==> src/sv/iolt_pkg.sv <==
package iolt_pkg;

   localparam int TRACK_ENTRIES_DEFAULT = 64;
   localparam int THRESH_W = 40;

   localparam logic [1:0] CMD_EVENT = 2'd0;
   localparam logic [1:0] CMD_READ  = 2'd1;
   localparam logic [1:0] CMD_CLEAR = 2'd2;
   localparam logic [1:0] CMD_FLUSH = 2'd3;

   localparam logic [1:0] STAGE_GETRQ    = 2'd0;
   localparam logic [1:0] STAGE_INSERT   = 2'd1;
   localparam logic [1:0] STAGE_ISSUE    = 2'd2;
   localparam logic [1:0] STAGE_COMPLETE = 2'd3;

   localparam logic [2:0] ANOM_NONE    = 3'd0;
   localparam logic [2:0] ANOM_EXIST   = 3'd1;
   localparam logic [2:0] ANOM_BYPASS  = 3'd2;
   localparam logic [2:0] ANOM_LOST    = 3'd3;
   localparam logic [2:0] ANOM_GREATER = 3'd4;

   localparam logic [63:0] ALL_ONES = '1;

   typedef struct packed {
      logic        is_event;
      logic [1:0]  command;
      logic [1:0]  stage;
      logic [31:0] device;
      logic [63:0] sector;
      logic [31:0] sector_count;
      logic [63:0] timestamp;
   } item_type;

endpackage

==> src/sv/iolt_front.sv <==
module iolt_front (
   input  logic               clock,
   input  logic               reset,
   input  logic               start,
   output logic               busy,
   input  logic [1:0]         req_command,
   input  logic [1:0]         req_stage,
   input  logic [31:0]        req_device,
   input  logic [63:0]        req_sector,
   input  logic [31:0]        req_sector_count,
   input  logic [63:0]        req_timestamp,
   output logic               q_valid,
   output iolt_pkg::item_type q_item,
   input  logic               q_pop
);
   import iolt_pkg::*;

   logic [1:0] count_ff, count_in;
   logic       head_ff, head_in;
   logic       tail_ff, tail_in;
   item_type   slot_ff [2];
   item_type   incoming;
   logic       push;

   always_comb begin
      incoming.is_event     = (req_command == CMD_EVENT) && (req_sector != ALL_ONES);
      incoming.command      = req_command;
      incoming.stage        = req_stage;
      incoming.device       = req_device;
      incoming.sector       = req_sector;
      incoming.sector_count = req_sector_count;
      incoming.timestamp    = req_timestamp;
   end

   assign busy    = (count_ff == 2'd2);
   assign push    = start && !busy;
   assign q_valid = (count_ff != 2'd0);
   assign q_item  = slot_ff[head_ff];

   always_comb begin
      count_in = count_ff;
      head_in  = head_ff;
      tail_in  = tail_ff;
      if (push) begin
         tail_in = !tail_ff;
      end
      if (q_pop) begin
         head_in = !head_ff;
      end
      if (push && !q_pop) begin
         count_in = count_ff + 2'd1;
      end else if (!push && q_pop) begin
         count_in = count_ff - 2'd1;
      end
   end

   always_ff @(posedge clock) begin
      if (reset) begin
         count_ff <= 2'd0;
         head_ff  <= 1'b0;
         tail_ff  <= 1'b0;
      end else begin
         count_ff <= count_in;
         head_ff  <= head_in;
         tail_ff  <= tail_in;
      end
   end

   always_ff @(posedge clock) begin
      if (push) begin
         slot_ff[tail_ff] <= incoming;
      end
   end
endmodule

==> config.mk <==
export PLATFORM = sky130hd
export DESIGN_NAME = iolt_front
export DESIGN_NICKNAME = d
export VERILOG_FILES = /design/src/sv/iolt_pkg.sv /design/src/sv/iolt_front.sv
export SDC_FILE = /design/constraint.sdc
export NUM_CORES = 1
export LEC_CHECK = 0
export BUFFER_PORTS_ARGS = -buffer_cell sky130_fd_sc_hd__clkbuf_2
export CAP_MARGIN = 20
export CORE_MARGIN = 5
export CORE_UTILIZATION = 40
export CTS_CLUSTER_DIAMETER = 60
export CTS_CLUSTER_SIZE = 40
export DETAILED_ROUTE_END_ITERATION = 12
export GPL_TIMING_DRIVEN = 0
export SETUP_SLACK_MARGIN = 0.15
export SLEW_MARGIN = 20
export SYNTH_ARGS = -nofsm -noshare
export SYNTH_HDL_FRONTEND = slang
export SYNTH_SLANG_ARGS = --single-unit
==> constraint.sdc <==
create_clock -name clock -period 11.32 [get_ports clock]
set_input_delay 1.132 -clock clock [delete_from_list [all_inputs] [get_ports clock]]
set_output_delay 1.132 -clock clock [all_outputs]
set_load 0.01 [all_outputs]
==> results.yml <==
status:
  run_status: "finished, final reports clean"
routing:
  drtIter0Drc: 267
  wl_per_cell_um: 20.1
  route.vias.total: 7681
  drt_first_pass_iters: 6
  via_per_inst: 4.68
  drc: 0
  wirelength_um: 33000
  ant_nets: 0
layout:
  multi_input_area_sq_um: 2960
  area_delta_synth_final_pct: 26.5
  register_area_sq_um: 11900
  stdcell_area_sq_um: 19100
  layout-drive-gt1-share_pct: 60.6
  final_util_pct: 51.0
  nets: 1304
  nFillCells: 3173
floorplan:
  row_count: 71
  core_area_sq_um: 37500
  start_util_pct: 40.3
  dieArea_sq_um: 41700
  die_h_um: 204
  ios: 399
  die_w_um: 204
critical_path:
  cp.arrival_ns: 1.97
  cp_cell_sequence: "buf_6, buf_6, buf_6, mux2_4, clkbuf_2"
  crit_buf_inv: 4
  cp_slowest_cell: "dfxtp_1"
  max_stage_delay_ns: 0.33
  endpoint_kind: "output pin"
  worstPathMaxFanout: 10
  worst-setup-path-type: "reg2out"
  worstSetupStartpointType: "register"
  crit_family: "buffers and inverters"
  required_ns: 10.19
  cpMostUsedCell: "buf_6"
sta:
  period_share_pct: 27.4
  maxSlewViolCount: 0
  setup_tns_ns: 0
  rsz0062_at_grt: "false"
  finalCriticalPeriod_ns: 3.11
  final-setup-viol-count: 0
  tightestPinTransition_ns: 0.828
  timing.hold.ws_ns: 0.519
  finClkSkew_ns: 0.0165
  fmax_mhz: 322
  hold_viol_final: 0
  slew_headroom_pct: 44.3
placement:
  postPlaceCellArea_sq_um: 18100
  io_buffers: 398
  dp_hpwl_um: 24400
  routabilityCongestion: 0.719
logic_synthesis:
  synth_nets: 861
  synth_top_family_by_area: "multiplexers"
  synth_fa_ha_area_share_pct: 0.0828
  netlist_instances: 660
  synth-compound-area-share_pct: 0.0663
  syn_area_per_cell_sq_um: 22.9
  muxShareOfSynthArea_pct: 17.9
  yosys.area.top_type: "edfxtp_1"
  synth_seq_cells: 399
  synth_edf_count: 394
  ys_seq_area_share_pct: 79.0
  ys_warn_count: 0
  yosysUniqueCellTypes: 22
  yosysMostFrequentCell: "edfxtp_1"
  synth_commonest_cells: "394 x edfxtp_1, 130 x mux2_4, 67 x mux2_2"
  synth-simple-area-share_pct: 1.23
  ys.flop_type: "edfxtp_1"
  netlist.area_leader.share_pct: 78.3
  synth_xor_area_share_pct: 0.232
  async_reset_ff_share_pct: 0
  netlist_top_cells_area: "edfxtp_1 78%, mux2_4 13%, mux2_2 5.0%"
  netlist_area_sq_um: 15100
clock_network:
  cts_resized: 0
  clock_path_buffers: 3
  cts-root-buf: "clkbuf_16"
  ctsHtreeMaxLevel: 1
  cts_setup_buffers: 0
  worstSkewPairLatency_ns: 0.56
  cts_buffers: 30
  cts_tree: "yes"
  hold_buffers: 0
  numClockSinks: 399
  clk_pin_slew_ns: 0.07
grt:
  grt_antenna_before_repair: 6
  gr-total-overflow: 0
  grt_max_degree: 51
  track_usage_pct: 15.1
  grt_pass1_wl_um: 48600
  grt_pass1_vias: 8147
min_path:
  hold_class: "reg2reg"
power:
  comb_power_share_pct: 17.7
  clkPwrFrac_pct: 30.6
  switching_share_pct: 24.7
  peakVddDrop_uv: 166
  total_power_mw: 3.59
  leakage_nw: 7.45
  power_frac_seq_pct: 51.7
  p_int_mw: 2.70
  p_per_area_nw_per_um2: 188
  power_switching_mw: 0.886
run:
  maxCapViolCount: 0
-- placed cells by master (no fill, tap or decap), types with 5 or more instances in the layout --
| master | synthesis | routed |
|---|---|---|
| clkbuf_16 | 0 | 31 |
| buf_2 | 6 | 6 |
| edfxtp_1 | 394 | 394 |
| clkinv_1 | 0 | 5 |
| clkinv_2 | 0 | 5 |
| clkbuf_2 | 0 | 398 |
| buf_16 | 0 | 9 |
| buf_6 | 16 | 16 |
| nand4_1 | 16 | 16 |
| dfxtp_1 | 5 | 5 |
| mux2_2 | 67 | 67 |
| mux2_4 | 130 | 130 |
-- sequential cells by signal (all words and copies together) (netlist names), named ones only --
register	count
count_ff	2
tail_ff	1
slot_ff	394
head_ff	1
-- cell type report --
cell class	instances	share of cell area [%]
Inverter	3	0.0589
Antenna cell	2	0.0262
Tap cell	511	3.35
Multi-Input combinational cell	236	15.5
Clock inverter	24	1.31
Buffer	22	1.10
Sequential cell	399	62.4
Timing Repair Buffer	411	12.1
Clock buffer	32	4.08
-- stage by stage --
step | setup WS [ns] | cells
CTS | 8.13 | 1638
floorplan | 1.18 | 660
finish | 8.21 | 1640
detailed placement | 8.18 | 1582
global placement | -4.18 | 1569
global route | 8.11 | 1640
-- layer usage --
metal / wire, um / track usage, %
met1: 13000 / 18.8
met2: 15800 / 24.7
met3: 3160 / 5.84
met4: 976 / 4.21
met5: 52 / 0
-- power by group through the flow --
stage	logic, mW	registers [mW]	clock network [mW]
after floorplan	0.350	1.93	0
after global placement	0.594	1.97	0
after detailed placement	0.650	1.89	0
after CTS	0.652	1.86	1.13
after global routing	0.681	1.87	1.19
final	0.635	1.86	1.10
-- worst register-to-register path, delay by kind of cell, from the launching register on --
kind                   cells  cell delay, ns
and+or+nand+nor            3            0.96
DFF                        1            0.39
buffers and inverters      4            0.84
-- path summary, 6_finish.rpt --
check	from	end	slack (ns)	depth (start not counted)
worst max register to register	count_ff[0]	slot_ff[0][68]	8.82	7
worst min-delay path	head_ff	register	0.52	2
worst max-delay path	register	q_item[150]	8.21	5
worst min register to register	head_ff	register	0.52	2
-- cells by family after synthesis --
logic type / count (synthesis)
AO/OA/AOI/OAI: 2
XOR/XNOR: 4
adder cells (fa/ha/maj): 1
buffers and inverters: 25
flip-flops: 399
multiplexers: 197
AND/OR/NAND/NOR: 32
Note: power is estimated with default switching activity, not from simulation.
